`src/swm_pkg.sv`:
```
// ----------------------------------------------------------------------------
// swm_pkg: shared types for the sliding window median filter
// Holds the configuration width, the reset window length, the sequencer state
// encoding and the command word that starts a merge pass in the sorted store.
// ----------------------------------------------------------------------------
package swm_pkg;

    // configuration register width and reset value
    localparam int CFG_W = 5;
    localparam logic [CFG_W-1:0] WIN_LEN_RESET = 5'd16;

    // top level sequencer, one-hot
    typedef enum logic [2:0] {
        S_IDLE  = 3'b001,
        S_MERGE = 3'b010,
        S_FIN   = 3'b100
    } swm_state_t;

    // command from the sequencer to the sorted store
    typedef struct packed {
        logic start;    // begin a merge pass with a new word
        logic replace;  // window full: drop the oldest entry during the pass
        logic bank;     // bank that holds the current sorted window
    } swm_cmd_t;

endpackage

```
`src/swm_store.sv`:
```
// ----------------------------------------------------------------------------
// swm_store: ping-pong sorted store with a shared compare and write unit
// One pass reads the sorted window from one bank, one entry a cycle save for the insert,
// drops a full window's oldest entry, merges the new sample in, writes the other bank.
// ----------------------------------------------------------------------------
module swm_store #(
    parameter int MAX_WINDOW  = 16,
    parameter int SAMPLE_BITS = 16
) (
    input  logic                               clk,
    input  logic                               rst_n,
    input  swm_pkg::swm_cmd_t                  cmd,
    input  logic [SAMPLE_BITS-1:0]             sample,
    input  logic [((MAX_WINDOW > 1) ? $clog2(MAX_WINDOW) : 1)-1:0] new_stamp,
    input  logic [((MAX_WINDOW > 1) ? $clog2(MAX_WINDOW) : 1)-1:0] oldest_stamp,
    input  logic [$clog2(MAX_WINDOW + 1)-1:0]  held_old,
    input  logic [$clog2(MAX_WINDOW + 1)-1:0]  mid,
    output logic                               done,
    output logic [SAMPLE_BITS-1:0]             median
);
    import swm_pkg::*;

    localparam int IDX_W = (MAX_WINDOW > 1) ? $clog2(MAX_WINDOW) : 1;
    localparam int CNT_W = $clog2(MAX_WINDOW + 1);
    localparam int ENT_W = SAMPLE_BITS + IDX_W;

    // entry: {sample, stamp}
    logic [ENT_W-1:0] mem0 [MAX_WINDOW];
    logic [ENT_W-1:0] mem1 [MAX_WINDOW];
    logic [ENT_W-1:0] rd0_reg;
    logic [ENT_W-1:0] rd1_reg;

    logic                   active_reg;
    logic                   replace_reg;
    logic                   bank_reg;
    logic [SAMPLE_BITS-1:0] s_reg;
    logic [IDX_W-1:0]       new_stamp_reg;
    logic [IDX_W-1:0]       oldest_reg;
    logic [CNT_W-1:0]       held_old_reg;
    logic [CNT_W-1:0]       mid_reg;
    logic [CNT_W-1:0]       head_idx_reg;
    logic [CNT_W-1:0]       head_idx_next;
    logic                   rvalid_reg;
    logic                   rvalid_next;
    logic                   ins_done_reg;
    logic                   ins_done_next;
    logic [CNT_W-1:0]       wr_idx_reg;
    logic                   skip_seen_reg;
    logic [SAMPLE_BITS-1:0] median_reg;

    logic [ENT_W-1:0]       head;
    logic [SAMPLE_BITS-1:0] head_val;
    logic [IDX_W-1:0]       head_stamp;
    logic                   is_oldest;
    logic                   s_first;
    logic                   consume;
    logic                   wr_en;
    logic [ENT_W-1:0]       wr_data;
    logic                   fin;
    logic [IDX_W-1:0]       rd_addr;
    logic [IDX_W-1:0]       wr_addr;

    assign head       = bank_reg ? rd1_reg : rd0_reg;
    assign head_val   = head[ENT_W-1:IDX_W];
    assign head_stamp = head[IDX_W-1:0];
    assign is_oldest  = rvalid_reg && replace_reg && (head_stamp == oldest_reg);
    assign s_first    = !ins_done_reg &&
                        (!rvalid_reg || ($signed(s_reg) <= $signed(head_val)));

    // shared merge step: skip oldest, emit new sample, emit head, or finish the pass
    always_comb
    begin
        consume       = 1'b0;
        wr_en         = 1'b0;
        wr_data       = head;
        ins_done_next = ins_done_reg;
        fin           = 1'b0;
        if (active_reg)
        begin
            if (is_oldest)
            begin
                consume = 1'b1;
            end
            else if (s_first)
            begin
                wr_en         = 1'b1;
                wr_data       = {s_reg, new_stamp_reg};
                ins_done_next = 1'b1;
            end
            else if (rvalid_reg)
            begin
                wr_en   = 1'b1;
                consume = 1'b1;
            end
            else
            begin
                fin = 1'b1;
            end
        end
    end

    // read pointer: re-read the head when it was not consumed
    always_comb
    begin
        if (cmd.start)
        begin
            head_idx_next = '0;
            rvalid_next   = (held_old != '0);
        end
        else if (consume)
        begin
            head_idx_next = head_idx_reg + CNT_W'(1);
            rvalid_next   = (head_idx_next < held_old_reg);
        end
        else
        begin
            head_idx_next = head_idx_reg;
            rvalid_next   = rvalid_reg;
        end
    end

    assign rd_addr = head_idx_next[IDX_W-1:0];
    assign wr_addr = wr_idx_reg[IDX_W-1:0];

    always_ff @(posedge clk)
    begin
        if (wr_en && bank_reg)
        begin
            mem0[wr_addr] <= wr_data;
        end
        if (wr_en && !bank_reg)
        begin
            mem1[wr_addr] <= wr_data;
        end
        rd0_reg <= mem0[rd_addr];
        rd1_reg <= mem1[rd_addr];
    end

    // payload latched at pass start
    always_ff @(posedge clk)
    begin
        if (cmd.start)
        begin
            s_reg         <= sample;
            new_stamp_reg <= new_stamp;
            oldest_reg    <= oldest_stamp;
            held_old_reg  <= held_old;
            mid_reg       <= mid;
        end
        if (wr_en && (wr_idx_reg == mid_reg))
        begin
            median_reg <= wr_data[ENT_W-1:IDX_W];
        end
    end

    always_ff @(posedge clk or negedge rst_n)
    begin
        if (!rst_n)
        begin
            active_reg    <= 1'b0;
            replace_reg   <= 1'b0;
            bank_reg      <= 1'b0;
            head_idx_reg  <= '0;
            rvalid_reg    <= 1'b0;
            ins_done_reg  <= 1'b0;
            wr_idx_reg    <= '0;
            skip_seen_reg <= 1'b0;
        end
        else
        begin
            head_idx_reg <= head_idx_next;
            rvalid_reg   <= rvalid_next;
            if (cmd.start)
            begin
                active_reg    <= 1'b1;
                replace_reg   <= cmd.replace;
                bank_reg      <= cmd.bank;
                ins_done_reg  <= 1'b0;
                wr_idx_reg    <= '0;
                skip_seen_reg <= 1'b0;
            end
            else if (active_reg)
            begin
                ins_done_reg <= ins_done_next;
                if (wr_en)
                begin
                    wr_idx_reg <= wr_idx_reg + CNT_W'(1);
                end
                if (is_oldest)
                begin
                    skip_seen_reg <= 1'b1;
                end
                if (fin)
                begin
                    active_reg <= 1'b0;
                end
            end
        end
    end

    assign done   = fin;
    assign median = median_reg;

    // head pointer stays inside the old window
    a_head_in_window: assert property (@(posedge clk) disable iff (!rst_n)
        rvalid_reg |-> (head_idx_reg < held_old_reg))
        else $error("store head read past old window");

    // at most one more entry than before is written
    a_write_in_range: assert property (@(posedge clk) disable iff (!rst_n)
        wr_en |-> (wr_idx_reg <= held_old_reg))
        else $error("store write past new window");

    // a full window must have dropped its oldest entry by pass end
    a_oldest_dropped: assert property (@(posedge clk) disable iff (!rst_n)
        (fin && replace_reg) |-> skip_seen_reg)
        else $error("oldest entry not found during merge");

    // the median slot was written before the pass ends
    a_median_seen: assert property (@(posedge clk) disable iff (!rst_n)
        fin |-> (wr_idx_reg > mid_reg))
        else $error("median slot not written");

endmodule

```
`src/sliding_window_median.sv`:
```
// ----------------------------------------------------------------------------
// sliding_window_median: running median over a sorted sliding window
// Keeps the last window_length samples sorted with an insertion stamp per
// entry and returns the middle element and the fill count for every word.
// ----------------------------------------------------------------------------
// an accepted word runs a merge pass through the store (S_MERGE), waits in
//   S_FIN until the output register is free or draining, and is registered there
// no new word is taken until the last result is in the output register; the merge
//   pass reads the store one entry a cycle, save for the insert, via one compare unit
// reset: sequencer idle, fill count, stamps and output valid cleared, window_length
//   set to 16; store contents are undefined and only read after being written
module sliding_window_median #(
    parameter int MAX_WINDOW  = 16,
    parameter int SAMPLE_BITS = 16
) (
    input  logic                              clk,
    input  logic                              rst_n,
    input  logic                              cfg_wr_en,
    input  logic [swm_pkg::CFG_W-1:0]         cfg_wr_data,
    input  logic                              in_valid,
    output logic                              in_stall,
    input  logic [SAMPLE_BITS-1:0]            sample,
    output logic                              out_valid,
    input  logic                              out_stall,
    output logic [SAMPLE_BITS-1:0]            median,
    output logic [$clog2(MAX_WINDOW + 1)-1:0] fill_count
);
    import swm_pkg::*;

    localparam int IDX_W = (MAX_WINDOW > 1) ? $clog2(MAX_WINDOW) : 1;
    localparam int CNT_W = $clog2(MAX_WINDOW + 1);
    localparam int CMP_W = (CNT_W > CFG_W) ? CNT_W : CFG_W;

    swm_state_t             state_reg;
    swm_state_t             state_next;
    logic [CFG_W-1:0]       win_len_reg;
    logic [CNT_W-1:0]       held_reg;
    logic [IDX_W-1:0]       stamp_reg;
    logic                   bank_reg;
    logic                   out_valid_reg;
    logic [SAMPLE_BITS-1:0] median_out_reg;
    logic [CNT_W-1:0]       fill_out_reg;

    logic                   accept;
    logic                   at_max;
    logic                   full;
    logic [CNT_W-1:0]       held_new;
    logic                   load_out;
    swm_cmd_t               cmd;
    logic                   st_done;
    logic [SAMPLE_BITS-1:0] st_median;

    // one word in flight; the output register lets the next word enter
    // while a finished result still waits downstream
    assign in_stall = (state_reg != S_IDLE);
    assign accept   = in_valid && (state_reg == S_IDLE);

    // effective window: zero acts as one, anything above the store depth
    // is clipped to it; the fill count never shrinks
    assign at_max = (held_reg == CNT_W'(MAX_WINDOW));
    assign full   = at_max ||
                    ((win_len_reg == '0) ? (held_reg != '0)
                                         : (CMP_W'(held_reg) >= CMP_W'(win_len_reg)));
    assign held_new = full ? held_reg : (held_reg + CNT_W'(1));

    assign cmd.start   = accept;
    assign cmd.replace = full;
    assign cmd.bank    = bank_reg;

    // stamps count words mod 2**IDX_W (the store depth, rounded up to a power of
    // two); the oldest entry carries the stamp that lies held_reg words back
    swm_store #(
        .MAX_WINDOW  (MAX_WINDOW),
        .SAMPLE_BITS (SAMPLE_BITS)
    ) u_store (
        .clk          (clk),
        .rst_n        (rst_n),
        .cmd          (cmd),
        .sample       (sample),
        .new_stamp    (stamp_reg),
        .oldest_stamp (stamp_reg - IDX_W'(held_reg)),
        .held_old     (held_reg),
        .mid          (held_new >> 1),
        .done         (st_done),
        .median       (st_median)
    );

    // result moves to the output register once it is free or draining
    assign load_out = (state_reg == S_FIN) && (!out_valid_reg || !out_stall);

    always_comb
    begin
        state_next = state_reg;
        case (state_reg)
            S_IDLE:
            begin
                if (accept)
                begin
                    state_next = S_MERGE;
                end
            end
            S_MERGE:
            begin
                if (st_done)
                begin
                    state_next = S_FIN;
                end
            end
            S_FIN:
            begin
                if (load_out)
                begin
                    state_next = S_IDLE;
                end
            end
            default:
            begin
                state_next = S_IDLE;
            end
        endcase
    end

    always_ff @(posedge clk or negedge rst_n)
    begin
        if (!rst_n)
        begin
            state_reg     <= S_IDLE;
            win_len_reg   <= WIN_LEN_RESET;
            held_reg      <= '0;
            stamp_reg     <= '0;
            bank_reg      <= 1'b0;
            out_valid_reg <= 1'b0;
        end
        else
        begin
            state_reg <= state_next;
            if (cfg_wr_en)
            begin
                win_len_reg <= cfg_wr_data;
            end
            if (accept)
            begin
                held_reg  <= held_new;
                stamp_reg <= stamp_reg + IDX_W'(1);
            end
            // the freshly written bank becomes the current window
            if (st_done)
            begin
                bank_reg <= ~bank_reg;
            end
            if (load_out)
            begin
                out_valid_reg <= 1'b1;
            end
            else if (out_valid_reg && !out_stall)
            begin
                out_valid_reg <= 1'b0;
            end
        end
    end

    // output payload
    always_ff @(posedge clk)
    begin
        if (load_out)
        begin
            median_out_reg <= st_median;
            fill_out_reg   <= held_reg;
        end
    end

    assign out_valid  = out_valid_reg;
    assign median     = median_out_reg;
    assign fill_count = fill_out_reg;

    // the store only finishes a pass that the sequencer started
    a_done_in_merge: assert property (@(posedge clk) disable iff (!rst_n)
        st_done |-> (state_reg == S_MERGE))
        else $error("merge done outside merge state");

    // fill count never drops
    a_held_monotone: assert property (@(posedge clk) disable iff (!rst_n)
        accept |=> (held_reg >= $past(held_reg)))
        else $error("fill count decreased");

    // every result reports a legal fill count
    a_fill_range: assert property (@(posedge clk) disable iff (!rst_n)
        out_valid_reg |-> ((fill_out_reg != '0) && (fill_out_reg <= CNT_W'(MAX_WINDOW))))
        else $error("fill count out of range");

    // fill count never exceeds the store depth
    a_held_bound: assert property (@(posedge clk) disable iff (!rst_n)
        accept |=> ((held_reg != '0) && (held_reg <= CNT_W'(MAX_WINDOW))))
        else $error("fill count exceeds store depth");

endmodule

```
`config.mk`:
```
export PLATFORM = sky130hd
export DESIGN_NAME = sliding_window_median
export DESIGN_NICKNAME = d
export VERILOG_FILES = /design/src/swm_pkg.sv /design/src/swm_store.sv /design/src/sliding_window_median.sv
export SDC_FILE = /design/constraint.sdc
export NUM_CORES = 1
export LEC_CHECK = 0
export BUFFER_PORTS_ARGS = -buffer_cell sky130_fd_sc_hd__buf_2
export CORE_MARGIN = 10
export CORE_UTILIZATION = 56
export CTS_BUF_LIST = sky130_fd_sc_hd__clkbuf_16
export DETAILED_ROUTE_END_ITERATION = 8
export PLACE_DENSITY = 0.76
export SYNTH_ARGS = -nofsm -noshare
export SYNTH_HDL_FRONTEND = slang
export SYNTH_SLANG_ARGS = --single-unit
```
`constraint.sdc`:
```
create_clock -name clk -period 5 [get_ports clk]
set_input_delay 1 -clock clk [delete_from_list [all_inputs] [get_ports clk]]
set_output_delay 1 -clock clk [all_outputs]
set_load 0.005 [all_outputs]
```
* After elaboration in Yosys (flattened, before gate mapping)
Memories as Yosys holds them, arrays and structs flattened. A register that Yosys moved wholly into a read port is not among the register bits.
Cells that the tools add are included.
** Cells by class
- Bitwise operators :: 2
- $add $sub $neg :: 5
- Muxes and demuxes :: 41
- Reductions and logical operators :: 28
- Order comparisons :: 3
- Eq/ne operators :: 11
** Operator list (count)
- $mux 20 :: 4
- $mux 5 :: 6
- $mux 1 :: 27
- $le 16x16->1 :: 1
- $add 5x1->5 const B :: 3
- $reduce_bool 2->1 :: 5
- $logic_and 1x1->1 :: 9
- $mux 3 :: 3
- $pmux 3 s3 :: 1
- $ne 2x2->1 const B :: 4
- $reduce_and 3->1 :: 2
- $eq 5x4->1 :: 1
- $eq 5x5->1 const B :: 1
- $ge 5x5->1 :: 1
- $logic_not 1->1 :: 5
- $logic_not 5->1 :: 1
- $lt 5x5->1 :: 1
- $reduce_bool 5->1 :: 1
- $add 4x1->4 const B :: 1
- $eq 4x4->1 :: 1
- $reduce_and 2->1 :: 2
- $sub 4x4->4 :: 1
- $eq 3x1->1 const B :: 1
- $eq 3x2->1 const B :: 1
- other kinds (4) :: 7
** Word-level totals
- Output and inout bits :: 23
- Memories :: 2
- Flip-flop bits (word level) :: 104
- Input bits :: 26
- RAM bits :: 640
- Word-level logic and storage cells :: 115
** Memories
- u_store.mem0 :: words 16, bits a word 20, read ports 1, clocked after Yosys merged registers in 1, write ports 1, line swm_store.sv:28 : logic [ENT_W-1:0] mem0 [MAX_WINDOW];
- u_store.mem1 :: words 16, bits a word 20, read ports 1, clocked after Yosys merged registers in 1, write ports 1, line swm_store.sv:29 : logic [ENT_W-1:0] mem1 [MAX_WINDOW];

* Logic depth before layout (Yosys ltp)
- Word-level depth :: 10
- Mapped depth :: 18
- Mapped depth without buffers :: 12

* By module
Synthesis repeated with hierarchy kept, for this count alone.
** Unflattened totals
- Cell total of the unflattened synthesis :: 1939
- Area total of the unflattened synthesis :: 30709.5 sq um
** Modules (own cells, without submodules)
- swm_store :: cells an instance 1795, times used 1, sequential area each 21896.0 sq um, area an instance 28858.9 sq um
- sliding_window_median :: cells an instance 144, times used 1, sequential area each 1108.6 sq um, area an instance 1850.5 sq um

* Worst setup path before layout
OpenSTA, ideal clock, no wires.
- Path kind :: flip-flop to flip-flop
- Start point :: reg u_store.bank_reg
- End point :: reg u_store.median_reg[1] (netlist: u_store.median[1]) (data pin)
- Stages on the path, launching flop included :: 13
- Arrival :: 4.261 ns
- Clock period less this slack :: 4.651 ns
- Data required time :: 4.609 ns
- Setup time :: 0.391 ns
- Slack :: 0.349 ns
- Path buffers :: 3
- Cell sequence :: dfrtp_1 buf_4 buf_1 mux2i_1 ha_1 a211o_1 a21oi_1 o22a_1 nand3_1 xnor2_1 a311oi_1 buf_2 mux2i_1
** Between the ends
- Cells in the longest elaborated chain, start to end :: 7
- Elaborated cells on any way between the ends :: 9
- Those cells by class :: order compare (1); eq/ne (1); mux (4); reduce/logical (3)
** RTL lines
- start: declaration :: line swm_store.sv:35 : logic bank_reg;
- start signal: assignment :: line swm_store.sv:177 : bank_reg <= cmd.bank;
- $mux 20 * :: line swm_store.sv:63 : assign head = bank_reg ? rd1_reg : rd0_reg;
- $le 16x16->1 :: line swm_store.sv:68 : (!rvalid_reg || ($signed(s_reg) <= $signed(head_val)));
- $logic_or 1x1->1 :: line swm_store.sv:68
- $logic_and 1x1->1 :: line swm_store.sv:67 : assign s_first = !ins_done_reg &&
- $mux 20 :: line swm_store.sv:84 : else if (s_first)
- $mux 20 :: line swm_store.sv:80 : if (is_oldest)
- $mux 20 * :: line swm_store.sv:78 : if (active_reg)
- via u_store.wr_data[5] :: line swm_store.sv:58 : logic [ENT_W-1:0] wr_data;
- end signal: assignment :: line swm_store.sv:152 : median_reg <= wr_data[ENT_W-1:IDX_W];
- end: declaration :: line swm_store.sv:49 : logic [SAMPLE_BITS-1:0] median_reg;
The timed path passes the listed nets; every way through them passes the cells marked *.
A chain may end at the register's enable or synchronous reset.

* Worst setup path in the final report
- Start point :: reg u_store.bank_reg
- End point :: reg u_store.rd1_reg[17] (read register of u_store.mem1)
** Between the ends
- Cells in the longest elaborated chain, start to end :: 9
- Elaborated cells on any way between the ends :: 11
- Those cells by class :: order compare (1); eq/ne (1); mux (6); reduce/logical (3)
** RTL lines
- $mux 20 * :: line swm_store.sv:63
- $le 16x16->1 :: line swm_store.sv:68
- $logic_or 1x1->1 :: line swm_store.sv:68
- $logic_and 1x1->1 :: line swm_store.sv:67
- $mux 1 :: line swm_store.sv:84
- $mux 1 * :: line swm_store.sv:80
- $mux 1 * :: line swm_store.sv:78
- $mux 5 * :: line swm_store.sv:110 : else if (consume)
- $mux 5 * :: line swm_store.sv:105 : if (cmd.start)
- end: declaration :: line swm_store.sv:31 : logic [ENT_W-1:0] rd1_reg;
Mark *: on every way between the ends. The rest lies on a longest branch, timed or not. The select of a mux whose other input is x is not followed.

==> flow_summary.toml <==
[cells_and_area]
drive_gt1_share_pct = 19.4
n_fill_cell = 3808
fin_nets = 2189
multi_input_area_um2 = 7970
reg.largest.list = "u_store.mem0 (320), u_store.mem1 (320)"
layout.cells.non_filler = 2935
fin_util_pct = 63.9
antennaDiodeCount = 0
area_growth_pct = 12.3
ff_latch_area_um2 = 23000

[timing]
timing.final.setup_violations = 0
max_freq_ghz = 0.209
skew_ns = 0.0249
rsz0062_at_grt = "no"
hold_viol = 0
fin_tns_setup_ns = 0
min_period_over_period_pct = 95.7
fin_crit_ns = 4.78
hold_ws_ns = 0.419
worst_pin_slew_ns = 1.15
relSlewSlack_pct = 23.1
drv_slew = 0

[detailed_routing]
vias_per_cell = 6.38
drt_iter0_markers = 2265
remaining_drc_errors = 0
vias = 18700
dr.pass1.iters = 6
drt_wl_total_um = 76400
wl_per_cell_um = 26.0
drt.antenna.violating_nets = 0

[setup_path]
regToRegStartpoint = "u_store.bank_reg"
cp_cell_sequence = "buf_12 -> mux2i_1 -> ha_1 -> nand3_1 -> nand2_1 -> a21oi_1 -> nand4_1 -> nand4_4 -> buf_4 -> buf_4 -> nand3_1 -> a31oi_1 -> o21ai_1 -> nand4_1"
crit_family = "buffers and inverters"
worstPathMaxFanout = 67
r2r_slack_ns = 0.22
worst_setup_path_end_kind = "register"
path_class = "register to register"
cpPeakStageDelay_ns = 0.77
cp_num_cells = 14
r2r-end = "u_store.rd1_reg[17]"
critPathBufInv = 3
arrival_ns = 5.33
startpoint_type = "register"
cp.required_ns = 5.55
slowest_stage = "buf_4"
rr_worst_depth = 14

[clock_tree]
cts_hold_buf = 0
cts_setup_buffers = 0
ctsResizeCount = 0
clk_pin_slew_worst_paths_ns = 0.06
cts_root_buf = "clkbuf_16"
clk_latency_ns = 0.62
cts_max_level = 3
ctsLongestPathBuffers = 3
tritoncts = "done"
cts.sinks = 784
cts_buffers = 76

[place]
gp_congestion = 0.859
place_inst = 2796
io_buffers = 48
dp_hpwl_um = 42900

[synthesis]
synth_area_um2 = 31500
synth_simple_gate_area_share_pct = 6.34
ys.flop_type = "edfxtp_1"
synth_xor_area_share_pct = 0.861
avgSynthCellArea_um2 = 15.3
syn_nets = 2117
synth_top_cell_by_area = "edfxtp_1"
synth_compound_area_share_pct = 7.64
synth_commonest_cells = "edfxtp_1 (710), nand3_1 (211), o21ai_0 (133)"
synth_edf_count = 710
syn_inst = 2054
synth_top_family_by_area = "multiplexers"
synth_cell_types = 57
yosysMostFrequentCell = "edfxtp_1"
ys_warn_count = 0
ys_ff_latch = 784
synth_top_area_share_pct = 67.6
synth-adder-area-share_pct = 1.49
async_flop_share_pct = 4.34
ys_seq_area_share_pct = 72.9
synthMuxAreaShare_pct = 8.17
ys_top_cells_by_area = "edfxtp_1 (68%), mux2_2 (4.2%), mux2i_1 (3.8%)"

[status]
status = "completed"

[min_path]
hold_path.class = "register to register"
hold_end = "median[4]"
whs_path_depth = 0
worstHoldStart = "u_store.median[4]"

[global_route]
grt_first_pass_wirelength_um = 114000
grt_max_degree = 123
track_usage_pct = 22.7
grt_overflow = 0
antenna_found_initial = 0
first_global_vias = 18400

[floorplan]
chipHeight_um = 257
die_w_um = 257
start_util_pct = 56.9
core_area_um2 = 55400
dieArea_um2 = 66200
rows = 86
pin_count = 49

[flow_run]
drv_cap = 0
[placed cells by master (no fill, tap or decap), types with 42 or more instances in the layout]
cell       instances
o211ai_1          82
edfxtp_1         710
nand4_1           51
inv_1             67
clkbuf_16         81
buf_2             48
mux2_2           117
o22a_1            42
buf_4             71
a31oi_1           46
mux2i_1          101
o21ai_0          133
nand3_1          210
[cell families (layout without fill, tap and decap cells)]
group,Yosys count,after routing
compound gates,382,382
flops,784,784
buf+inv,185,318
xor+xnor,31,31
fa+ha+maj,37,37
simple gates,393,393
mux,242,242
[through the flow]
stage	setup WS [ns]	cell area, µm²
floorplan	0.349	31500
global placement	0.492	33100
detailed placement	0.343	33100
CTS	0.285	35400
global route	0.0679	35400
finish	0.215	35400
[area by class of cell]
cell class	instances	area share [%]
timing repair buffer	131	2.86
multi-input combinational	1085	22.5
sequential	784	64.9
tap	748	2.64
clock buffer	81	5.72
clock inverter	58	0.852
inverter	48	0.523
[worst max path at each step]
stage	from	to	slack (ns)
final	u_store.bank_reg	u_store.rd1_reg[17]	0.22
after detailed placement	u_store.bank_reg	u_store.rd0_reg[18]	0.34
after global placement	u_store.bank_reg	u_store.rd1_reg[1]	0.49
after global routing	u_store.bank_reg	u_store.rd0_reg[14]	0.07
after floorplan	u_store.bank_reg	u_store.median[1]	0.35
after CTS	u_store.bank_reg	u_store.rd0_reg[18]	0.29
[metal layers]
layer	up-vias	wire (µm)	global-route usage [%]
li1	8143	-	-
met1	9425	30300	30.6
met2	988	36600	36.3
met3	164	7020	3.91
met4	0	2540	8.66
met5	-	0	0
Power is left out: the tool's default activity adds up to more than one toggle a clock period on the data nets, which glitch-free logic cannot reach.
